File: src/rtl/quadrature_detent_decoder_macros.svh
// Assertion macros used by the quadrature detent decoder top level.
`ifndef QUADRATURE_DETENT_DECODER_MACROS_SVH
`define QUADRATURE_DETENT_DECODER_MACROS_SVH
`ifndef NO_ASSERTIONS
// same-cycle implication, sampled on clock, off during reset
`define QDD_ASSERT(lbl, ante, cons) \
   lbl: assert property (@(posedge clock) disable iff (reset) (ante) |-> (cons)) \
      else $error("qdd assertion failed");
// next-cycle implication
`define QDD_ASSERT_NEXT(lbl, ante, cons) \
   lbl: assert property (@(posedge clock) disable iff (reset) (ante) |=> (cons)) \
      else $error("qdd assertion failed");
`else
`define QDD_ASSERT(lbl, ante, cons)
`define QDD_ASSERT_NEXT(lbl, ante, cons)
`endif
`endif

File: src/rtl/qdd_pkg.sv
// Types and constants of the quadrature detent decoder.
package qdd_pkg;

   localparam int unsigned HOLD_WIDTH  = 10;
   localparam int unsigned DEB_WIDTH   = 15;
   localparam int unsigned STEPS_WIDTH = 3;
   localparam int unsigned SUB_WIDTH   = 4;
   localparam int unsigned ADDR_WIDTH  = 4;
   localparam int unsigned DATA_WIDTH  = 32;

   localparam logic [STEPS_WIDTH-1:0] STEPS_RESET = 3'd4;

   typedef enum logic [1:0] {
      CSR_GLITCH_FILTER = 2'd0,
      CSR_DEBOUNCE_MS   = 2'd1,
      CSR_DETENT_STEPS  = 2'd2,
      CSR_UNUSED        = 2'd3
   } csr_index_type;

   // filtered level before and after this sample
   typedef struct packed {
      logic level_old;
      logic level_new;
   } filt_type;

endpackage

File: src/rtl/qdd_glitch_filter.sv
// Glitch filter for one encoder phase: accepts a new level after it has held.
module qdd_glitch_filter (
   input  logic                             clock,
   input  logic                             reset,
   input  logic                             enable,
   input  logic                             raw,
   input  logic [qdd_pkg::HOLD_WIDTH-1:0]   hold_cycles,
   output qdd_pkg::filt_type                filt
);

   logic                           level_ff, level_in;
   logic [qdd_pkg::HOLD_WIDTH-1:0] hold_ff, hold_in;

   always_comb begin
      level_in = level_ff;
      hold_in  = '0;
      if (raw != level_ff) begin
         if (hold_ff >= hold_cycles) begin
            level_in = raw;
         end else begin
            hold_in = hold_ff + 1'b1;
         end
      end
   end

   always_ff @(posedge clock) begin
      if (reset) begin
         level_ff <= 1'b1;
         hold_ff  <= '0;
      end else if (enable) begin
         level_ff <= level_in;
         hold_ff  <= hold_in;
      end
   end

   assign filt.level_old = level_ff;
   assign filt.level_new = level_in;

endmodule

File: src/rtl/quadrature_detent_decoder.sv
// Top level of the quadrature detent decoder with push switch.
//
//  channel  direction  handshake            payload
//  req      in         req_valid/req_stall  pin_a pin_b pin_sw ms_tick take_*
//  rsp      out        rsp_valid/rsp_stall  detent_count switch_pressed sub_count
//  csr      in         APB psel/penable     glitch filter, debounce, detent steps
//
// One item per cycle while not stalled; its result appears in the output
// register in the cycle after acceptance. All state updates in the single
// accept cycle. Reset is synchronous and clears all control and counting
// state. A stalled result holds; a new item is taken whenever the output
// register is empty or is being taken in the same cycle.
`include "quadrature_detent_decoder_macros.svh"
module quadrature_detent_decoder #(
   parameter int unsigned DETENT_WIDTH = 16,
   parameter int unsigned TIME_WIDTH   = 32
) (
   input  logic                              clock,
   input  logic                              reset,
   input  logic                              req_valid,
   output logic                              req_stall,
   input  logic                              req_pin_a,
   input  logic                              req_pin_b,
   input  logic                              req_pin_sw,
   input  logic                              req_ms_tick,
   input  logic                              req_take_detents,
   input  logic                              req_take_switch,
   output logic                              rsp_valid,
   input  logic                              rsp_stall,
   output logic signed [DETENT_WIDTH-1:0]    rsp_detent_count,
   output logic                              rsp_switch_pressed,
   output logic signed [qdd_pkg::SUB_WIDTH-1:0] rsp_sub_count,
   input  logic                              psel,
   input  logic                              penable,
   input  logic                              pwrite,
   input  logic [qdd_pkg::ADDR_WIDTH-1:0]    paddr,
   input  logic [qdd_pkg::DATA_WIDTH-1:0]    pwdata,
   output logic [qdd_pkg::DATA_WIDTH-1:0]    prdata,
   output logic                              pready
);

   localparam logic signed [DETENT_WIDTH-1:0] DET_MAX = {1'b0, {(DETENT_WIDTH-1){1'b1}}};
   localparam logic signed [DETENT_WIDTH-1:0] DET_MIN = {1'b1, {(DETENT_WIDTH-1){1'b0}}};

   // configuration
   logic [qdd_pkg::HOLD_WIDTH-1:0]  glitch_ff;
   logic [qdd_pkg::DEB_WIDTH-1:0]   debounce_ff;
   logic [qdd_pkg::STEPS_WIDTH-1:0] steps_ff;
   logic                            csr_write;
   qdd_pkg::csr_index_type          csr_index;

   assign pready    = 1'b1;
   assign csr_write = psel && penable && pwrite;
   assign csr_index = qdd_pkg::csr_index_type'(paddr[3:2]);

   always_ff @(posedge clock) begin
      if (reset) begin
         glitch_ff   <= '0;
         debounce_ff <= '0;
         steps_ff    <= qdd_pkg::STEPS_RESET;
      end else if (csr_write) begin
         unique case (csr_index)
            qdd_pkg::CSR_GLITCH_FILTER: glitch_ff   <= pwdata[qdd_pkg::HOLD_WIDTH-1:0];
            qdd_pkg::CSR_DEBOUNCE_MS:   debounce_ff <= pwdata[qdd_pkg::DEB_WIDTH-1:0];
            qdd_pkg::CSR_DETENT_STEPS:  steps_ff    <= pwdata[qdd_pkg::STEPS_WIDTH-1:0];
            default: ;
         endcase
      end
   end

   always_comb begin
      prdata = '0;
      unique case (csr_index)
         qdd_pkg::CSR_GLITCH_FILTER:
            prdata = {{(qdd_pkg::DATA_WIDTH-qdd_pkg::HOLD_WIDTH){1'b0}}, glitch_ff};
         qdd_pkg::CSR_DEBOUNCE_MS:
            prdata = {{(qdd_pkg::DATA_WIDTH-qdd_pkg::DEB_WIDTH){1'b0}}, debounce_ff};
         qdd_pkg::CSR_DETENT_STEPS:
            prdata = {{(qdd_pkg::DATA_WIDTH-qdd_pkg::STEPS_WIDTH){1'b0}}, steps_ff};
         default: prdata = '0;
      endcase
   end

   // handshake
   logic rsp_valid_ff;
   logic accept;

   assign req_stall = rsp_valid_ff && rsp_stall;
   assign accept    = req_valid && !req_stall;
   assign rsp_valid = rsp_valid_ff;

   // phase filters
   qdd_pkg::filt_type filt_a, filt_b;

   qdd_glitch_filter u_filter_a (
      .clock       (clock),
      .reset       (reset),
      .enable      (accept),
      .raw         (req_pin_a),
      .hold_cycles (glitch_ff),
      .filt        (filt_a)
   );

   qdd_glitch_filter u_filter_b (
      .clock       (clock),
      .reset       (reset),
      .enable      (accept),
      .raw         (req_pin_b),
      .hold_cycles (glitch_ff),
      .filt        (filt_b)
   );

   // counting state
   logic signed [qdd_pkg::SUB_WIDTH-1:0] quarter_ff, quarter_in;
   logic signed [DETENT_WIDTH-1:0]       total_ff, total_in;
   logic                                 prev_sw_ff, prev_sw_in;
   logic                                 latch_ff, latch_in;
   logic [TIME_WIDTH-1:0]                now_ff, now_in;
   logic [TIME_WIDTH-1:0]                last_ff, last_in;

   logic signed [2:0]                    delta_a, delta_b;
   logic signed [qdd_pkg::SUB_WIDTH:0]   quarter_sum;
   logic signed [qdd_pkg::SUB_WIDTH:0]   steps_pos;
   logic signed [DETENT_WIDTH-1:0]       total_step;
   logic [TIME_WIDTH-1:0]                elapsed;
   logic                                 latch_seen;

   logic signed [DETENT_WIDTH-1:0]       det_out_in;
   logic                                 sw_out_in;

   always_comb begin
      now_in = req_ms_tick ? now_ff + 1'b1 : now_ff;

      // A: down on rise, up on fall while B high; reversed while B low
      delta_a = 3'sd0;
      if (filt_a.level_new != filt_a.level_old) begin
         delta_a = (filt_a.level_new ^ filt_b.level_old) ? 3'sd1 : -3'sd1;
      end
      // B: up on rise, down on fall while A high; reversed while A low
      delta_b = 3'sd0;
      if (filt_b.level_new != filt_b.level_old) begin
         delta_b = (filt_b.level_new ~^ filt_a.level_old) ? 3'sd1 : -3'sd1;
      end

      quarter_sum = 5'(quarter_ff) + 5'(delta_a) + 5'(delta_b);
      steps_pos   = (steps_ff == '0) ? 5'sd1 : $signed({2'b00, steps_ff});

      quarter_in = quarter_sum[qdd_pkg::SUB_WIDTH-1:0];
      total_step = total_ff;
      if (quarter_sum >= steps_pos) begin
         quarter_in = '0;
         if (total_ff != DET_MAX) total_step = total_ff + 1'b1;
      end else if (quarter_sum <= -steps_pos) begin
         quarter_in = '0;
         if (total_ff != DET_MIN) total_step = total_ff - 1'b1;
      end

      latch_seen = latch_ff || (prev_sw_ff && !req_pin_sw);
      prev_sw_in = req_pin_sw;

      det_out_in = '0;
      total_in   = total_step;
      if (req_take_detents) begin
         det_out_in = total_step;
         total_in   = '0;
      end

      elapsed   = now_in - last_ff;
      sw_out_in = 1'b0;
      last_in   = last_ff;
      latch_in  = latch_seen;
      if (req_take_switch) begin
         latch_in = 1'b0;
         if (latch_seen && !req_pin_sw &&
             elapsed >= {{(TIME_WIDTH-qdd_pkg::DEB_WIDTH){1'b0}}, debounce_ff}) begin
            sw_out_in = 1'b1;
            last_in   = now_in;
         end
      end
   end

   always_ff @(posedge clock) begin
      if (reset) begin
         quarter_ff <= '0;
         total_ff   <= '0;
         prev_sw_ff <= 1'b1;
         latch_ff   <= 1'b0;
         now_ff     <= '0;
         last_ff    <= '0;
      end else if (accept) begin
         quarter_ff <= quarter_in;
         total_ff   <= total_in;
         prev_sw_ff <= prev_sw_in;
         latch_ff   <= latch_in;
         now_ff     <= now_in;
         last_ff    <= last_in;
      end
   end

   // result register
   logic rsp_valid_in;
   assign rsp_valid_in = accept || (rsp_valid_ff && rsp_stall);

   always_ff @(posedge clock) begin
      if (reset) begin
         rsp_valid_ff <= 1'b0;
      end else begin
         rsp_valid_ff <= rsp_valid_in;
      end
   end

   always_ff @(posedge clock) begin
      if (accept) begin
         rsp_detent_count   <= det_out_in;
         rsp_switch_pressed <= sw_out_in;
         rsp_sub_count      <= quarter_in;
      end
   end

   `QDD_ASSERT(a_stall_only_when_full, req_stall, rsp_valid_ff)
   `QDD_ASSERT(a_sub_in_range, 1'b1, (quarter_ff >= -4'sd6) && (quarter_ff <= 4'sd6))
   `QDD_ASSERT_NEXT(a_no_press_untaken, accept && !req_take_switch, !rsp_switch_pressed)
   `QDD_ASSERT_NEXT(a_no_detent_untaken, accept && !req_take_detents, rsp_detent_count == '0)
   `QDD_ASSERT_NEXT(a_press_moves_stamp, accept && sw_out_in, last_ff == $past(now_in))

endmodule
File: config.mk
export PLATFORM = sky130hd
export DESIGN_NAME = quadrature_detent_decoder
export DESIGN_NICKNAME = d
export VERILOG_FILES = /design/src/rtl/qdd_pkg.sv /design/src/rtl/qdd_glitch_filter.sv /design/src/rtl/quadrature_detent_decoder.sv
export VERILOG_INCLUDE_DIRS = /design/src /design/src/rtl
export SDC_FILE = /design/constraint.sdc
export NUM_CORES = 1
export LEC_CHECK = 0
export BUFFER_PORTS_ARGS = -buffer_cell sky130_fd_sc_hd__buf_4
export CAP_MARGIN = 40
export CORE_UTILIZATION = 42
export CTS_CLUSTER_SIZE = 30
export DETAILED_ROUTE_END_ITERATION = 10
export PLACE_DENSITY_LB_ADDON = 0.12
export SYNTH_ARGS = -nofsm -noshare
export SYNTH_HDL_FRONTEND = slang
export SYNTH_HIERARCHICAL = 1
export SYNTH_SLANG_ARGS = --single-unit
File: constraint.sdc
create_clock -name clock -period 8.5 [get_ports clock]
set_input_delay 2.125 -clock clock [delete_from_list [all_inputs] [get_ports clock]]
set_output_delay 2.125 -clock clock [all_outputs]
set_load 0.005 [all_outputs]
[After elaboration in Yosys (flattened, before gate mapping)]
Index checks and enable logic that the tools add are counted.
Operators by class
  mux-type cells: 24
  reductions and logical operators: 17
  add/subtract/negate cells: 9
  bitwise logic cells: 2
  magnitude comparators: 5
  equality and inequality tests: 8
Operators by type and width (count)
  $mux W16: 5
  $pmux W15 S3: 1
  $mux W10: 4
  $add A32 B1 Y32 const B: 1
  $ge A32 B15 Y1: 1
  $mux W32: 1
  $ne A16 B16 Y1 const B: 2
  $sub A32 B32 Y32: 1
  $add A10 B1 Y10 const B: 2
  $ge A10 B10 Y1: 2
  $add A16 B1 Y16 const B: 1
  $sub A16 B1 Y16 const B: 1
  $mux W3: 5
  $mux W4: 2
  $logic_and A1 B1 Y1: 7
  $mux W1: 6
  $reduce_and A2 Y1: 3
  $add A4 B3 Y5: 1
  $add A5 B3 Y5: 1
  $ge A5 B4 Y1: 1
  $le A5 B5 Y1: 1
  $neg A3 Y5: 1
  $ne A1 B1 Y1: 4
  $logic_not A3 Y1: 1
  other kinds (8): 10
Storage, ports and cells
  flip-flop bits (word level): 158
  logic and storage cells: 82
  bits of input ports: 49

[Depth between registers and ports, before layout]
  word-level depth: 12
  gate-level depth with buffers: 28
  gate-level depth less buffers: 26

[Modules after synthesis]
Netlist, hierarchy kept.
Modules (own cells, without submodules)
  quadrature_detent_decoder: seq. area each 2932.8 um^2, area an instance 10032.1 um^2, instances 1, cells an instance 1229
  qdd_glitch_filter: seq. area each 220.2 um^2, area an instance 873.3 um^2, instances 2, cells an instance 105

[Worst setup path before layout]
Ideal clock, no wire load.
  kind: input to register
  from: in req_ms_tick
  to: reg last_ff[1]
  arrival: 6636 ps
  setup time: 88 ps
  required time: 8412 ps
  buffers on the path: 4
  slack: 1776 ps
  cell stages on the path: 23
  path through: buf_4 -> nand4_2 -> or4_1 -> nor4_2 -> and3_1 -> and3_1 -> buf_2 -> nand2_1 -> nor2_1 -> xor2_1 -> ha_1 -> clkbuf_1 -> and3_1 -> nand3b_1 -> nor2_1 -> a221oi_1 -> o211ai_1 -> a2111oi_2 -> nand4_1 -> and4b_4 -> buf_8 -> nor2_8 -> a311oi_2
Between the ends
  cells in the longest elaborated chain, start to end: 5
Ends and longest elaborated chain
  from (decl): RTL line quadrature_detent_decoder.sv:25  | input logic req_ms_tick,
  $mux W32: RTL line quadrature_detent_decoder.sv:132  | now_in = req_ms_tick ? now_ff + 1'b1 : now_ff;
  via now_in[28]: RTL line quadrature_detent_decoder.sv:118  | logic [TIME_WIDTH-1:0] now_ff, now_in;
  $sub A32 B32 Y32: RTL line quadrature_detent_decoder.sv:168  | elapsed = now_in - last_ff;
  $ge A32 B15 Y1: RTL line quadrature_detent_decoder.sv:175  | elapsed >= {{(TIME_WIDTH-qdd_pkg::DEB_WIDTH){1'b0}}, debounce_ff}) begin
  $logic_and A1 B1 Y1: RTL line quadrature_detent_decoder.sv:174  | if (latch_seen && !req_pin_sw &&
  $reduce_and A3 Y1 (no source line)
  to (signal assigned): RTL line quadrature_detent_decoder.sv:196  | last_ff <= last_in;
  to (decl): RTL line quadrature_detent_decoder.sv:119  | logic [TIME_WIDTH-1:0] last_ff, last_in;
The timed path passes the listed nets, and every way through them passes these cells.
A chain may end at the register's enable or synchronous reset.

[Final worst setup path]
  from: in req_ms_tick
  to: reg last_ff[21]
Same word-level chain as after synthesis.

==> out/results.txt <==
Warnings from Yosys: 6
Switching portion of total power: 36.0%
Number of global-route vias before repair: 9084
Post-cts gate resize count: 0
Async set or reset register ratio after synthesis: 0%
Quantity of I/O buffers inserted on ports: 67
Grt met2 use: 32.1%
Cells traversed along the worst timing path: buf_4 > nand4_2 > or4_1 > nor4_2 > and3_1 > and3_1 > nand3_1 > xnor2_1 > ha_1 > a21o_1 > a31oi_1 > nor2_1 > nor4_1 > o2111a_1 > o311a_1 > nand4_1 > and4b_4 > buf_4 > nor4_2 > nor3_1
Number of hold buffers added after cts: 0
Area growth syn-to-layout: 10.2%
Worst skew pair latency: 0.44 ns
Sequential cell area fraction in the yosys report: 28.6%
Number of core rows: 60
TritonCTS clock tree: built
Final WL: 28500 um
Global-route track usage on met1: 29.3%
Number of buffers added by the clock tree synthesis step: 17
All-Layer GR Usage: 20.3%
Largest driver fanout on the critical path: 22
Most instantiated flip-flop cell in the synthesis netlist: sky130_fd_sc_hd__dfxtp_1
Number of antenna violations at the first check in global routing: 0
Power per Cell Area: 202 mW/mm^2
Detail Placement HPWL: 20800 um
Cell chosen for the clock root: sky130_fd_sc_hd__clkbuf_16
Tot Pwr: 2630 uW
Mean area per synthesized cell: 8.19 sq um
First-pass GRT wire length: 47600 um
Worst path bufs/invs: 2
Post-route clock period utilization: 86.5%
Nets@finish: 1592
Highest clock frequency the design can meet: 136 MHz
Data required, critical path: 8.86 ns
Critical path type: in2reg
Actual transition at the worst max-transition pin: 0.849 ns
Die Footprint: 0.0287 sq mm
Post-CTS setup buffer count: 0
Area of the core region: 0.0273 sq mm
Worst Path Arrival: 7.71 ns
GPL Wtd Cong: 0.841
Cell count after placement: 1806
Deepest clock path buffer count: 2
Max-slew headroom at the worst pin: 43.3%
Sequential Power Share: 34.1%
Max-cap violations: 0
Share of power burned in combinational logic: 36.0%
Number of standard cells in the final layout excluding fillers: 1838
Worst Hold Class: reg2reg
Outcome: completed
Final number of hold-violating endpoints: 0
Post-layout min period: 7.35 ns
Number of distinct library cells after synthesis: 96
Count of boundary I/O pins: 105
Internal cell power: 1680 uW
Worst-path clk slew: 0.08 ns
Count of vias placed by the detailed router: 10014
Layout cells sized above 1: 13.0%
Final Max Tran Viols: 0
Post-synth top area cell: sky130_fd_sc_hd__dfxtp_1
Sum of negative setup slack: 0 ns
Endpoint class of the critical path: register
Global route total overflow: 0
Inserted Diodes: 0
Vert. Die Dim: 169 um
Delay of the slowest cell on the worst path: 0.71 ns
Initial Util: 43.2%
Top cell type's share of synthesized area: 23.3%
Clk_skew: 0.0172 ns
Fillcell total: 2698
Clock Power Share: 30.0%
Remaining antenna violation count: 0
Top delay family on crit path: simple AND/OR/NAND/NOR gates
RSZ-0062 raised after global routing: false
Hold slack final: 0.468 ns
Number of flops mapped to enable cells by yosys: 21
Lkg Pwr: 0.00508 uW
Routed len/inst: 15.5 um
Most Used Layer, Global Route: met2
Mapped cell area: 0.0118 sq mm
Maximum number of pins on one net before global-route repair: 74
Detailed-router iteration count before antenna repair: 5
Startpoint class of the critical path: input port
Drc violations: 0
Clock Sinks: 158
Violation count after the first detailed-route iteration: 614
Maximum vdd ir drop: 0.159 mV
H-Tree Level Count: 4
Grt met3 use: 2.89%
Per-cell via count in the routed design: 5.45
Finish-stage setup viols: 0
Critical-path top delay cell: sky130_fd_sc_hd__and4b_4
Reg-to-reg setup timing slack: 1.75 ns
Number of flip-flops and latches in the synthesized netlist: 158
Cells taking the most area after synthesis: sky130_fd_sc_hd__dfxtp_1 23%, sky130_fd_sc_hd__ha_1 8.9%, sky130_fd_sc_hd__edfxtp_1 5.4%
Post-synthesis cell count: 1439
Switching power summed over all nets: 946 uW
Die extent in x: 169 um
registers in the layout, summed over array words and instances (netlist names), 10 cells and up:
name	flops
now_ff	32
rsp_detent_count	16
total_ff	16
last_ff	32
debounce_ff	15
u_filter_b/hold_ff	10
u_filter_a/hold_ff	10
glitch_ff	10
tightest hold or removal path: stages (launching register included):
cell and delay [ns]:
sky130_fd_sc_hd__dfxtp_1 0.32, sky130_fd_sc_hd__nand2_1 0.05, sky130_fd_sc_hd__a21oi_1 0.05
placed cells by master (no fill, tap or decap), drive strengths merged, types with 18 or more instances in the layout:
master,instances
buf,78
a21oi,87
or3,23
dfxtp,137
inv,107
and3,21
o21ai,58
a31oi,43
xnor2,50
conb,19
mux2i,31
a21o,18
nor2,118
nand3,47
nor4,36
ha,84
nand4,30
xor2,40
and2,29
edfxtp,21
nand2,139
nor3,55
per-layer routing:
layer | vias up | part of all wire, %
met2 | 184 | 45
met5 | - | 0
met3 | 11 | 3.4
met1 | 4686 | 51
li1 | 5133 | -
met4 | 0 | 0.62
power by group through the flow:
| stage | clock network, uW | logic (uW) | registers, uW |
|---|---|---|---|
| floorplan | 0 | 723 | 897 |
| global placement | 0 | 935 | 911 |
| detailed placement | 0 | 943 | 910 |
| CTS | 811 | 951 | 895 |
| global route | 839 | 1060 | 906 |
| finish | 787 | 945 | 895 |
synthesized netlist by cell type (all sizes together) (18+ instances only):
master,count
nand4,30
buf,49
inv,99
dfxtp,137
xnor2,50
o21ai,58
clkbuf,51
or3,23
ha,84
edfxtp,21
a21oi,87
mux2i,31
nor4,36
nor2,118
a31oi,43
nand3,47
and2,29
nand2,139
a21o,18
nor3,55
xor2,40
and3,21
worst paths after layout:
| path | from | endpoint | cells after the start |
|---|---|---|---|
| max | req_ms_tick | last_ff[21]$_SDFFE_PP0P_ | 20 |
| max reg2reg | glitch_ff[5]$_SDFFE_PP0P_ | rsp_detent_count[4]$_SDFFCE_PN0P_ | 22 |
| min | debounce_ff[14]$_SDFFE_PP0P_ | debounce_ff[14]$_SDFFE_PP0P_ | 2 |
| min reg2reg | debounce_ff[14]$_SDFFE_PP0P_ | debounce_ff[14]$_SDFFE_PP0P_ | 2 |
metrics by stage:
stage               util (%)  area (sq um)  setup WS [ns]
detailed placement      45.4         12400          0.764
global route            47.6         13000          0.791
floorplan                  -         11800           1.78
CTS                     47.6         13000           1.22
finish                  47.6         13000           1.15
global placement        45.3         12300          0.747
cells by family (layout without fill, tap and decap cells):
family | Yosys count | after routing | synth area share [%]
AO/OA/AOI/OAI | 312 | 312 | 17.9
XOR/XNOR | 91 | 91 | 6.88
adder cells (fa/ha/maj) | 90 | 90 | 9.94
buffers and inverters | 199 | 209 | 7.77
flip-flops | 158 | 158 | 28.6
multiplexers | 35 | 35 | 3.02
other | 2 | 19 | 0.0638
AND/OR/NAND/NOR | 552 | 552 | 25.8
cell type report:
class / instances / area [sq um] / share of cell area, %
tap: 372 / 465 / 3.59
multi-input combinational: 1099 / 7570 / 58.3
inverter: 99 / 372 / 2.86
clock inverter: 15 / 174 / 1.34
clock buffer: 17 / 425 / 3.28
sequential: 158 / 3370 / 26.0
timing repair buffer: 78 / 606 / 4.66
(Power assumes the default switching activity.)
